[src/rtl/sequence_of_events_recorder_core_macros.svh]
// Assertion macros shared by the sequence-of-events recorder RTL.
`ifndef SEQUENCE_OF_EVENTS_RECORDER_CORE_MACROS_SVH
`define SEQUENCE_OF_EVENTS_RECORDER_CORE_MACROS_SVH

// Same-cycle implication, checked outside reset.
`define SOER_ASSERT_NOW(label, clk, rst_n, ante, cons, msg) \
    label: assert property (@(posedge clk) disable iff (!rst_n) (ante) |-> (cons)) \
        else $error(msg);

// Next-cycle implication, checked outside reset.
`define SOER_ASSERT_NEXT(label, clk, rst_n, ante, cons, msg) \
    label: assert property (@(posedge clk) disable iff (!rst_n) (ante) |=> (cons)) \
        else $error(msg);

`endif

[src/rtl/soer_pkg.sv]
// Package with constants and types of the sequence-of-events recorder.
`default_nettype none

package soer_pkg;

    localparam int NUM_INPUTS    = 8;
    localparam int HISTORY_DEPTH = 64;
    localparam int TIME_BITS     = 48;

    // Fixed field widths of the item and result channels.
    localparam int MODE_W      = 2;
    localparam int LEVEL_W     = 8;
    localparam int STAMP_W     = 48;
    localparam int OFFSET_W    = 6;
    localparam int REMOVE_W    = 7;
    localparam int EV_IN_W     = 3;
    localparam int NEW_W       = 4;
    localparam int COUNT_OUT_W = 7;

    // Only inputs below both NUM_INPUTS and the level field width are watched.
    localparam int SCAN_N = (NUM_INPUTS < LEVEL_W) ? NUM_INPUTS : LEVEL_W;
    localparam int IDX_W  = (SCAN_N > 1) ? $clog2(SCAN_N) : 1;

    localparam int PTR_W = (HISTORY_DEPTH > 1) ? $clog2(HISTORY_DEPTH) : 1;
    localparam int CNT_W = $clog2(HISTORY_DEPTH + 1);
    // Shared adder width: widest unsigned operand plus a sign bit.
    localparam int AW    = ((CNT_W > REMOVE_W) ? CNT_W : REMOVE_W) + 1;

    // Item modes.
    localparam logic [MODE_W-1:0] MODE_SAMPLE = 2'd0;
    localparam logic [MODE_W-1:0] MODE_READ   = 2'd1;
    localparam logic [MODE_W-1:0] MODE_REMOVE = 2'd2;

    // Register port.
    localparam int PADDR_W = 2;
    localparam int PDATA_W = 32;
    localparam logic [PADDR_W-1:0] REG_MASK_ADDR = 2'd0;

    typedef struct packed {
        logic [EV_IN_W-1:0]   input_idx;
        logic                 rising;
        logic [TIME_BITS-1:0] stamp;
    } soer_entry_t;

    typedef struct packed {
        logic                 we;
        logic [PTR_W-1:0]     addr;
        soer_entry_t          data;
    } soer_mem_wr_t;

    typedef struct packed {
        logic                   event_valid;
        logic [EV_IN_W-1:0]     event_input;
        logic                   event_rising;
        logic [STAMP_W-1:0]     event_time;
        logic [NEW_W-1:0]       new_events;
        logic [COUNT_OUT_W-1:0] logged_count;
        logic                   log_full;
    } soer_result_t;

    typedef struct packed {
        logic idle;
        logic done;
    } soer_status_t;

    typedef enum logic [2:0] {
        ST_IDLE,
        ST_SCAN,
        ST_RD_CMP,
        ST_RD_ADD,
        ST_RD_WRAP,
        ST_RD_MEM,
        ST_REMOVE,
        ST_DONE
    } soer_state_t;

endpackage

`default_nettype wire

[src/rtl/sequence_of_events_recorder_core.sv]
// Sample item: the watched inputs are scanned one per cycle; read item: compare offset with
//   count, and if the entry exists add, wrap and read memory; remove item: one subtract step.
// The sequencer and its single adder serve one item at a time; an unused mode goes to done.
// The next item is accepted while the previous result waits in the output register.
// Reset (rst_n low, asynchronous): last levels, write pointer, count and mask go to zero;
//   the log memory is not cleared, entries are valid only once written.
`default_nettype none

`include "sequence_of_events_recorder_core_macros.svh"

module sequence_of_events_recorder_core
    import soer_pkg::*;
(
    input  wire logic                   clk,
    input  wire logic                   rst_n,

    // Register port
    input  wire logic                   psel,
    input  wire logic                   penable,
    input  wire logic                   pwrite,
    input  wire logic [PADDR_W-1:0]     paddr,
    input  wire logic [PDATA_W-1:0]     pwdata,
    output logic [PDATA_W-1:0]          prdata,
    output logic                        pready,

    // Item channel
    input  wire logic                   in_valid,
    output logic                        in_stall,
    input  wire logic [MODE_W-1:0]      mode,
    input  wire logic [LEVEL_W-1:0]     input_levels,
    input  wire logic [STAMP_W-1:0]     timestamp,
    input  wire logic [OFFSET_W-1:0]    read_offset,
    input  wire logic [REMOVE_W-1:0]    remove_count,

    // Result channel
    output logic                        out_valid,
    input  wire logic                   out_stall,
    output logic                        event_valid,
    output logic [EV_IN_W-1:0]          event_input,
    output logic                        event_rising,
    output logic [STAMP_W-1:0]          event_time,
    output logic [NEW_W-1:0]            new_events,
    output logic [COUNT_OUT_W-1:0]      logged_count,
    output logic                        log_full
);

    logic [LEVEL_W-1:0] mask_reg;
    logic               mask_we;

    soer_status_t status;
    soer_result_t result;
    soer_result_t result_reg;
    logic         out_valid_reg, out_valid_next;

    logic         start;
    logic         load;

    soer_mem_wr_t     mem_wr;
    logic             mem_re;
    logic [PTR_W-1:0] mem_raddr;
    soer_entry_t      mem_rdata;

    // Register port: zero wait states, only the connected mask lives here.
    assign pready  = 1'b1;
    assign mask_we = psel && penable && pwrite && pready && (paddr == REG_MASK_ADDR);
    assign prdata  = (paddr == REG_MASK_ADDR) ? PDATA_W'(mask_reg) : '0;

    always_ff @(posedge clk or negedge rst_n)
    begin
        if (!rst_n)
        begin
            mask_reg <= '0;
        end
        else if (mask_we)
        begin
            mask_reg <= pwdata[LEVEL_W-1:0];
        end
    end

    // Take a new item only while the sequencer is idle.
    assign in_stall = !status.idle;
    assign start    = in_valid && !in_stall;

    // Load the output register when the result is ready and the slot is free or draining.
    assign load = status.done && (!out_valid_reg || !out_stall);

    always_comb
    begin
        out_valid_next = out_valid_reg;
        if (load)
        begin
            out_valid_next = 1'b1;
        end
        else if (!out_stall)
        begin
            out_valid_next = 1'b0;
        end
    end

    always_ff @(posedge clk or negedge rst_n)
    begin
        if (!rst_n)
        begin
            out_valid_reg <= 1'b0;
        end
        else
        begin
            out_valid_reg <= out_valid_next;
        end
    end

    // Hold the result payload until the consumer takes it.
    always_ff @(posedge clk)
    begin
        if (load)
        begin
            result_reg <= result;
        end
    end

    assign out_valid    = out_valid_reg;
    assign event_valid  = result_reg.event_valid;
    assign event_input  = result_reg.event_input;
    assign event_rising = result_reg.event_rising;
    assign event_time   = result_reg.event_time;
    assign new_events   = result_reg.new_events;
    assign logged_count = result_reg.logged_count;
    assign log_full     = result_reg.log_full;

    soer_ctrl u_ctrl (
        .clk          (clk),
        .rst_n        (rst_n),
        .start        (start),
        .take         (load),
        .mask         (mask_reg),
        .mode         (mode),
        .input_levels (input_levels),
        .timestamp    (timestamp),
        .read_offset  (read_offset),
        .remove_count (remove_count),
        .status       (status),
        .result       (result),
        .mem_wr       (mem_wr),
        .mem_re       (mem_re),
        .mem_raddr    (mem_raddr),
        .mem_rdata    (mem_rdata)
    );

    soer_mem u_mem (
        .clk   (clk),
        .wr    (mem_wr),
        .re    (mem_re),
        .raddr (mem_raddr),
        .rdata (mem_rdata)
    );

    // A finished result waits in the sequencer until the output register takes it.
    `SOER_ASSERT_NEXT(a_done_holds, clk, rst_n, status.done && !load, status.done,
        "finished result dropped before it was loaded")

    // An accepted item keeps the sequencer busy in the cycle after the accept.
    `SOER_ASSERT_NEXT(a_busy_after_accept, clk, rst_n, start, in_stall,
        "sequencer ready again in the cycle after an accept")

    // A valid read implies a non-empty log and no sample count.
    `SOER_ASSERT_NOW(a_read_consistent, clk, rst_n, out_valid && event_valid,
        (logged_count != '0) && (new_events == '0),
        "valid read reported with an empty log or a sample count")

endmodule

`default_nettype wire

[src/rtl/soer_mem.sv]
// Event log memory: one write port, one registered read port.
`default_nettype none

module soer_mem
    import soer_pkg::*;
(
    input  wire logic         clk,
    input  wire soer_mem_wr_t wr,
    input  wire logic         re,
    input  wire logic [PTR_W-1:0] raddr,
    output soer_entry_t       rdata
);

    soer_entry_t mem_array [HISTORY_DEPTH];
    soer_entry_t rdata_reg;

    always_ff @(posedge clk)
    begin
        if (wr.we)
        begin
            mem_array[wr.addr] <= wr.data;
        end
    end

    always_ff @(posedge clk)
    begin
        if (re)
        begin
            rdata_reg <= mem_array[raddr];
        end
    end

    assign rdata = rdata_reg;

endmodule

`default_nettype wire

[src/rtl/soer_ctrl.sv]
// Sequencer with the shared adder: input scan, log pointers, read and remove steps.
`default_nettype none

module soer_ctrl
    import soer_pkg::*;
(
    input  wire logic                 clk,
    input  wire logic                 rst_n,
    input  wire logic                 start,
    input  wire logic                 take,
    input  wire logic [LEVEL_W-1:0]   mask,
    input  wire logic [MODE_W-1:0]    mode,
    input  wire logic [LEVEL_W-1:0]   input_levels,
    input  wire logic [STAMP_W-1:0]   timestamp,
    input  wire logic [OFFSET_W-1:0]  read_offset,
    input  wire logic [REMOVE_W-1:0]  remove_count,
    output soer_status_t              status,
    output soer_result_t              result,
    output soer_mem_wr_t              mem_wr,
    output logic                      mem_re,
    output logic [PTR_W-1:0]          mem_raddr,
    input  wire soer_entry_t          mem_rdata
);

    soer_state_t state_reg, state_next;

    // Control state.
    logic [LEVEL_W-1:0] last_reg;
    logic [PTR_W-1:0]   wp_reg;
    logic [CNT_W-1:0]   count_reg;
    logic [IDX_W-1:0]   idx_reg;
    logic [NEW_W-1:0]   fresh_reg;
    logic               valid_reg;

    // Item payload and scratch.
    logic [MODE_W-1:0]    mode_reg;
    logic [LEVEL_W-1:0]   levels_reg;
    logic [TIME_BITS-1:0] stamp_reg;
    logic [OFFSET_W-1:0]  offset_reg;
    logic [REMOVE_W-1:0]  remove_reg;
    logic [AW-1:0]        acc_reg;
    logic [PTR_W-1:0]     raddr_reg;

    // Shared adder/subtractor.
    logic [AW-1:0] alu_a, alu_b, alu_y;
    logic          alu_sub;

    logic             hit;
    logic             last_idx;
    logic [PTR_W-1:0] wp_inc;
    logic             clear_log;

    assign alu_y = alu_a + (alu_sub ? ~alu_b : alu_b) + AW'(alu_sub);

    assign hit      = mask[idx_reg] && (levels_reg[idx_reg] != last_reg[idx_reg]);
    assign last_idx = (idx_reg == IDX_W'(SCAN_N - 1));
    assign wp_inc   = (wp_reg == PTR_W'(HISTORY_DEPTH - 1)) ? '0 : wp_reg + PTR_W'(1);
    // Remove of count or more entries empties the log.
    assign clear_log = alu_y[AW-1] || (alu_y == '0);

    // Next state.
    always_comb
    begin
        state_next = state_reg;
        case (state_reg)
            ST_IDLE:
            begin
                if (start)
                begin
                    case (mode)
                        MODE_SAMPLE: state_next = ST_SCAN;
                        MODE_READ:   state_next = ST_RD_CMP;
                        MODE_REMOVE: state_next = ST_REMOVE;
                        default:     state_next = ST_DONE;
                    endcase
                end
            end
            ST_SCAN:    state_next = last_idx ? ST_DONE : ST_SCAN;
            ST_RD_CMP:  state_next = alu_y[AW-1] ? ST_RD_ADD : ST_DONE;
            ST_RD_ADD:  state_next = ST_RD_WRAP;
            ST_RD_WRAP: state_next = ST_RD_MEM;
            ST_RD_MEM:  state_next = ST_DONE;
            ST_REMOVE:  state_next = ST_DONE;
            ST_DONE:    state_next = take ? ST_IDLE : ST_DONE;
            default:    state_next = ST_IDLE;
        endcase
    end

    // Outputs and adder operands.
    always_comb
    begin
        alu_a          = '0;
        alu_b          = '0;
        alu_sub        = 1'b0;
        mem_wr.we      = 1'b0;
        mem_wr.addr    = wp_reg;
        mem_wr.data    = '{input_idx: EV_IN_W'(idx_reg),
                           rising:    levels_reg[idx_reg],
                           stamp:     stamp_reg};
        mem_re         = 1'b0;
        status.idle    = 1'b0;
        status.done    = 1'b0;
        case (state_reg)
            ST_IDLE:   status.idle = 1'b1;
            ST_SCAN:   mem_wr.we = hit;
            ST_RD_CMP:
            begin
                // offset - count is negative exactly when the entry exists
                alu_a   = AW'(offset_reg);
                alu_b   = AW'(count_reg);
                alu_sub = 1'b1;
            end
            ST_RD_ADD:
            begin
                alu_a = acc_reg;
                alu_b = AW'(wp_reg);
            end
            ST_RD_WRAP:
            begin
                alu_a = acc_reg;
                alu_b = acc_reg[AW-1] ? AW'(HISTORY_DEPTH) : '0;
            end
            ST_RD_MEM: mem_re = 1'b1;
            ST_REMOVE:
            begin
                alu_a   = AW'(count_reg);
                alu_b   = AW'(remove_reg);
                alu_sub = 1'b1;
            end
            ST_DONE:   status.done = 1'b1;
            default:   status.idle = 1'b0;
        endcase
    end

    assign mem_raddr = raddr_reg;

    // Control registers.
    always_ff @(posedge clk or negedge rst_n)
    begin
        if (!rst_n)
        begin
            state_reg <= ST_IDLE;
            last_reg  <= '0;
            wp_reg    <= '0;
            count_reg <= '0;
            idx_reg   <= '0;
            fresh_reg <= '0;
            valid_reg <= 1'b0;
        end
        else
        begin
            state_reg <= state_next;
            case (state_reg)
                ST_IDLE:
                begin
                    if (start)
                    begin
                        idx_reg   <= '0;
                        fresh_reg <= '0;
                        valid_reg <= 1'b0;
                    end
                end
                ST_SCAN:
                begin
                    if (hit)
                    begin
                        wp_reg            <= wp_inc;
                        last_reg[idx_reg] <= levels_reg[idx_reg];
                        fresh_reg         <= fresh_reg + NEW_W'(1);
                        if (count_reg != CNT_W'(HISTORY_DEPTH))
                        begin
                            count_reg <= count_reg + CNT_W'(1);
                        end
                    end
                    if (!last_idx)
                    begin
                        idx_reg <= idx_reg + IDX_W'(1);
                    end
                end
                ST_RD_CMP: valid_reg <= alu_y[AW-1];
                ST_REMOVE:
                begin
                    if (clear_log)
                    begin
                        count_reg <= '0;
                        wp_reg    <= '0;
                    end
                    else
                    begin
                        count_reg <= alu_y[CNT_W-1:0];
                    end
                end
                default:
                begin
                end
            endcase
        end
    end

    // Payload and scratch registers.
    always_ff @(posedge clk)
    begin
        if (start)
        begin
            mode_reg   <= mode;
            levels_reg <= input_levels;
            stamp_reg  <= TIME_BITS'(timestamp);
            offset_reg <= read_offset;
            remove_reg <= remove_count;
        end
        if (state_reg == ST_RD_CMP || state_reg == ST_RD_ADD)
        begin
            acc_reg <= alu_y;
        end
        if (state_reg == ST_RD_WRAP)
        begin
            raddr_reg <= alu_y[PTR_W-1:0];
        end
    end

    // Result fields; event fields are zero unless a valid read.
    always_comb
    begin
        result.event_valid  = valid_reg;
        result.event_input  = valid_reg ? mem_rdata.input_idx : '0;
        result.event_rising = valid_reg ? mem_rdata.rising : 1'b0;
        result.event_time   = valid_reg ? STAMP_W'(mem_rdata.stamp) : '0;
        result.new_events   = (mode_reg == MODE_SAMPLE) ? fresh_reg : '0;
        result.logged_count = COUNT_OUT_W'(count_reg);
        result.log_full     = (count_reg == CNT_W'(HISTORY_DEPTH));
    end

endmodule

`default_nettype wire
[config.mk]
export PLATFORM = sky130hd
export DESIGN_NAME = sequence_of_events_recorder_core
export DESIGN_NICKNAME = d
export VERILOG_FILES = /design/src/rtl/soer_pkg.sv /design/src/rtl/sequence_of_events_recorder_core.sv /design/src/rtl/soer_mem.sv /design/src/rtl/soer_ctrl.sv
export VERILOG_INCLUDE_DIRS = /design/src /design/src/rtl
export SDC_FILE = /design/constraint.sdc
export NUM_CORES = 2
export LEC_CHECK = 0
export BUFFER_PORTS_ARGS = -buffer_cell sky130_fd_sc_hd__buf_2
export CORE_ASPECT_RATIO = 1.25
export CORE_MARGIN = 2
export CORE_UTILIZATION = 42
export DETAILED_ROUTE_END_ITERATION = 6
export SLEW_MARGIN = 5
export SYNTH_ARGS = -nofsm -noshare
export SYNTH_HDL_FRONTEND = slang
export SYNTH_HIERARCHICAL = 1
export SYNTH_SLANG_ARGS = --single-unit
export TNS_END_PERCENT = 5
[constraint.sdc]
create_clock -name clk -period 17.91 [get_ports clk]
set_input_delay 1.791 -clock clk [delete_from_list [all_inputs] [get_ports clk]]
set_output_delay 1.791 -clock clk [all_outputs]
set_load 0.1 [all_outputs]
# Yosys cells after proc, flatten, opt, wreduce, memory -nomap -nowiden
# Memories as Yosys holds them, arrays and structs flattened. A register that Yosys moved wholly into a read port is not among the register bits.
# Cells that the tools add are included.
# totals
ff_bits	191
ram_bits	3328
inputBits	112
memories	1
# op_classes
n_addsub	6
order_cmp	2
n_eq_ne	20
muxes	45
n_bitwise	1
reduce_logical	30
# mem_list
memory	depth	word_bits	read_ports	rd_clocked_by_memory_dff	write_ports	line	source
u_mem.mem_array	64	52	1	1	1	soer_mem.sv:14	soer_entry_t mem_array [HISTORY_DEPTH];
# op_table
operator	count
$pmux W8 S4	1
$mux W7	4
$pmux W8 S3	1
$pmux W3 S7	1
$mux W3	6
$mux W6	3
$mux W8	2
$eq A3 B3 Y1 const B	5
$mux W1	14
$pmux W7 S2	1
$pmux W6 S2	1
$reduce_and A3 Y1	4
$bmux W1 S3	3
$pmux W3 S3	1
$add A8 B1 Y8	1
$add A8 B8 Y8	1
$bwmux W8	1
$logic_not A8 Y1	1
$mux W4	2
$ne A2 B1 Y1 const B	4
$not A8 Y8	1
$pmux W4 S2	1
$add A7 B1 Y7 const B	1
$eq A7 B7 Y1 const B	1
other kinds (24)	43

# Depth between registers and ports, before layout
# depth
word_depth	10
depth_mapped	14
ltp_nobuf	12

# By module
# Netlist, hierarchy kept.
# by_module_without_submodules
mod	instances	cells_each	area_per_inst_um2	seq_area_each_um2
soer_mem	1	5410	127444.7	101497.3
soer_ctrl	1	496	5865.6	3353.2
sequence_of_events_recorder_core	1	123	2580.0	2177.1

# Worst setup path before layout
# OpenSTA, ideal clock, no wires.
# synth_timing
kind	input-to-reg
start	input out_stall
end	register u_ctrl.state_reg[1]
setup_time_ps	137
arrival_time_ps	7351
setup_slack_ps	10422
stages	4
n_path_buf	0
cell_sequence	a21boi_0 > nand3_1 > o221ai_1 > o21ai_0
# synth_via
elab_chain_len	5
# synth_lines
element	line	source
from (decl)	sequence_of_events_recorder_core.sv:37	input wire logic out_stall,
$logic_not A1 Y1	n/a	
$logic_or A1 B1 Y1	sequence_of_events_recorder_core.sv:85	assign load = status.done && (!out_valid_reg || !out_stall);
$logic_and A1 B1 Y1	sequence_of_events_recorder_core.sv:85	
$mux W3	soer_ctrl.sv:84	ST_DONE: state_next = take ? ST_IDLE : ST_DONE;
$pmux W3 S7	soer_ctrl.sv:65	case (state_reg)
to (signal assigned)	soer_ctrl.sv:152	state_reg <= state_next;
to (decl)	soer_ctrl.sv:25	soer_state_t state_reg, state_next;
# Every way passes these cells.
# A chain may end at the register's enable or synchronous reset.

==> impl_metrics.yaml <==
status:
  status: "complete, no violations"
route:
  drc: 0
  wl_um: 352000
  vias_per_cell: 5.93
  drt_iter0_drc: 7735
  post_drt_wl_per_cell_um: 32.0
  firstDrtPassIters: 5
  antenna_left: 0
  vias: 65200
hold_path:
  hold_class: "register to register"
grt:
  grt.overflow.total: 0
  grt_max_degree: 140
  first_global_vias: 67200
  gr-usage-all-layers: 0.213
  grt_pass1_wl_um: 499000
  antenna_found_initial: 14
timing:
  fmaxAchievable_mhz: 152
  hold_viol: 0
  setup_viol: 0
  min_period_ns: 6.56
  relSlewSlack: 0.177
  tightest_slew_ns: 1.22
  slew_viol_final: 0
  skew_ns: 0.108
  final.setup.worst_slack_ns: 11.35
  period_share: 0.366
  finalSetupTns_ns: 0
  grt_setup_unrepaired: "false"
placement:
  dp_hpwl_um: 194000
  dp_slack_ns: 11.30
  portBuffers: 162
  gp_congestion: 0.794
  dpl.cell_count: 10400
clock_tree:
  insertion_delay_ns: 0.93
  postCtsSetupBuffers: 0
  clk_pin_slew_ns: 0.06
  h-tree-depth: 5
  cts_resized: 0
  clockBufferDepth: 4
  root_buffer: "clkbuf_16"
  cts.sinks: 3571
  cts_tree: "built"
  numCtsBuffers: 358
  cts.hold.buffers_added: 0
die:
  die_width_um: 513
  num_rows: 233
  initial_core_util: 0.422
  die_y_um: 640
  ios: 212
  dieArea_um2: 328000
  core_um2: 322000
power:
  pwr-share-clk: 0.366
  switching_share: 0.268
  p_leak_nw: 48.4
  finalPower_mw: 20.0
  p_sw_mw: 5.35
  combinationalPowerShare: 0.155
  power_density_nw_per_um2: 130
  seq_power_share: 0.478
  internal_power_mw: 14.6
  ir_drop_mv: 0.151
synth:
  ys_ff_latch: 3571
  yosysTopAreaCell: "edfxtp_1"
  avgSynthCellArea_um2: 22.5
  synth.distinct_cells: 79
  synthArstFlopShare: 0.0115
  ys_seq_area_frac: 0.788
  synth_edf_count: 3530
  yosysWarnings: 6
  synth_area_um2: 136000
  ys_dominant_reg_cell: "edfxtp_1"
  synthCells: 6029
  synth_top_area_share: 0.780
  synth_area_leaders: "edfxtp_1, mux4_2, mux2i_1"
cells_and_area:
  drive_above_1_share: 0.283
  nNetsFinal: 6608
  largest_reg_flops: 3328
  syn_to_final_growth_pct: 13.6
  final_cells: 11000
worst_setup_path:
  r2r_start: "u_ctrl/mem_raddr[0]"
  cp_max_fo: 50
  critPathLaunch: "u_ctrl/mem_raddr[0]"
  start_kind: "register"
  crit_end: "u_mem/rdata[48]"
  worstReg2RegEnd: "u_mem/rdata[48]"
  criticalPathCategory: "register to register"
  critPathRequiredTime_ns: 18.58
  r2r_slack_ns: 11.35
  rr_worst_depth: 9
  critical_path_arrival_ns: 7.23
  endpoint_kind: "register"
job:
  cap_violations: 0
==> cells in the mapped netlist (all sizes together) (4+ instances only) <==
master	number
nor3	10
o22ai	184
a21o	5
a211oi	18
nor2b	29
o21ai	46
o22a	36
nand2	62
nor2	134
a21oi	88
nand3b	5
ha	15
o221ai	66
o31ai	4
and3	20
mux4	797
a22o	20
mux2i	138
a221oi	43
a311oi	4
buf	219
nand2b	20
xnor2	4
nand4	6
o21a	13
and2	75
nor4	41
a21boi	4
dfrtp	41
mux2	66
edfxtp	3530
a22oi	43
clkbuf	138
nand3	29
or2	8
inv	26
or3	8
==> kinds of logic (layout without fill, tap and decap cells) <==
| kind of cell | count (synthesis) | in the layout | share of synthesized area |
|---|---|---|---|
| AO/OA/AOI/OAI | 592 | 592 | 0.0305 |
| multiplexers | 1001 | 1001 | 0.148 |
| adder cells (fa/ha/maj) | 16 | 16 | 0.00153 |
| buffers and inverters | 383 | 1098 | 0.0145 |
| other | 2 | 35 | 0.0000553 |
| XOR/XNOR | 5 | 5 | 0.000322 |
| flip-flops | 3571 | 3571 | 0.788 |
| AND/OR/NAND/NOR | 459 | 459 | 0.0178 |
==> critical path, cell delays in order, from the launching register on <==
cell and delay [ns]:
edfxtp_1 0.32, buf_4 0.53, buf_4 0.71, buf_4 0.95
buf_4 0.87, buf_4 0.87, mux4_2 0.39, o22ai_1 0.10
nor4_2 0.95, o22a_1 0.41
==> layer usage <==
metal,up-vias,part of all wire,track usage
met5,-,0,0
met4,0,0.038,0.0781
met3,532,0.068,0.0300
met2,2659,0.50,0.357
met1,35500,0.39,0.284
li1,26600,-,-
==> layout by cell type (no fill, tap or decap), drive strengths merged, types with 29 or more instances in the layout <==
master	instances
mux2	66
mux4	797
mux2i	138
bufinv	34
nor2	134
a22oi	43
o22ai	184
clkinv	141
nor4	41
nand3	29
and2	75
o22a	36
o221ai	66
edfxtp	3530
nand2	62
inv	42
a21oi	88
buf	425
o21ai	46
clkbuf	443
nor2b	29
a221oi	43
dfrtp	41
==> power groups by stage <==
stage | logic, mW | clock network [mW] | registers, mW
3_3_place_gp | 3.12 | 0 | 9.73
4_1_cts | 3.15 | 7.45 | 9.56
3_5_place_dp | 3.14 | 0 | 9.73
2_1_floorplan | 1.64 | 0 | 10.2
6_report | 3.11 | 7.32 | 9.56
5_1_grt | 3.28 | 7.78 | 9.57
==> worst min path at each step <==
| stage | start | to | slack, ns | cells past startpoint |
|---|---|---|---|---|
| finish | u_ctrl/last_reg[5] | u_ctrl/last_reg[5] | 0.50 | 1 |
| global route | u_ctrl/last_reg[5] | u_ctrl/last_reg[5] | 0.51 | 1 |
| CTS | u_ctrl/last_reg[5] | u_ctrl/last_reg[5] | 0.50 | 1 |
| detailed placement | u_ctrl/last_reg[5] | u_ctrl/last_reg[5] | 0.48 | 1 |
| global placement | u_ctrl/last_reg[5] | u_ctrl/last_reg[5] | 0.46 | 1 |
| floorplan | u_ctrl/last_reg[5] | u_ctrl/last_reg[5] | 0.45 | 1 |
==> stage by stage <==
step                      area, µm²  hold slack (ns)  utilization
after floorplan              136000            0.452            -
after global placement       143000            0.465        0.444
after detailed placement     143000            0.482        0.444
after CTS                    154000            0.495        0.479
after global routing         154000            0.515        0.479
final                        154000            0.499        0.479
==> final cells by class <==
class                   instances  area [µm²]
well taps                    4230        5290
diodes                         10        25.0
multi-input cells            2098       27700
repair buffers                425        2840
clock inverters               204        1970
fillers                     25900      168000
clock buffers                 443        9340
inverters                      26        97.6
flip-flops and latches       3571      107000
(Power assumes the default switching activity.)
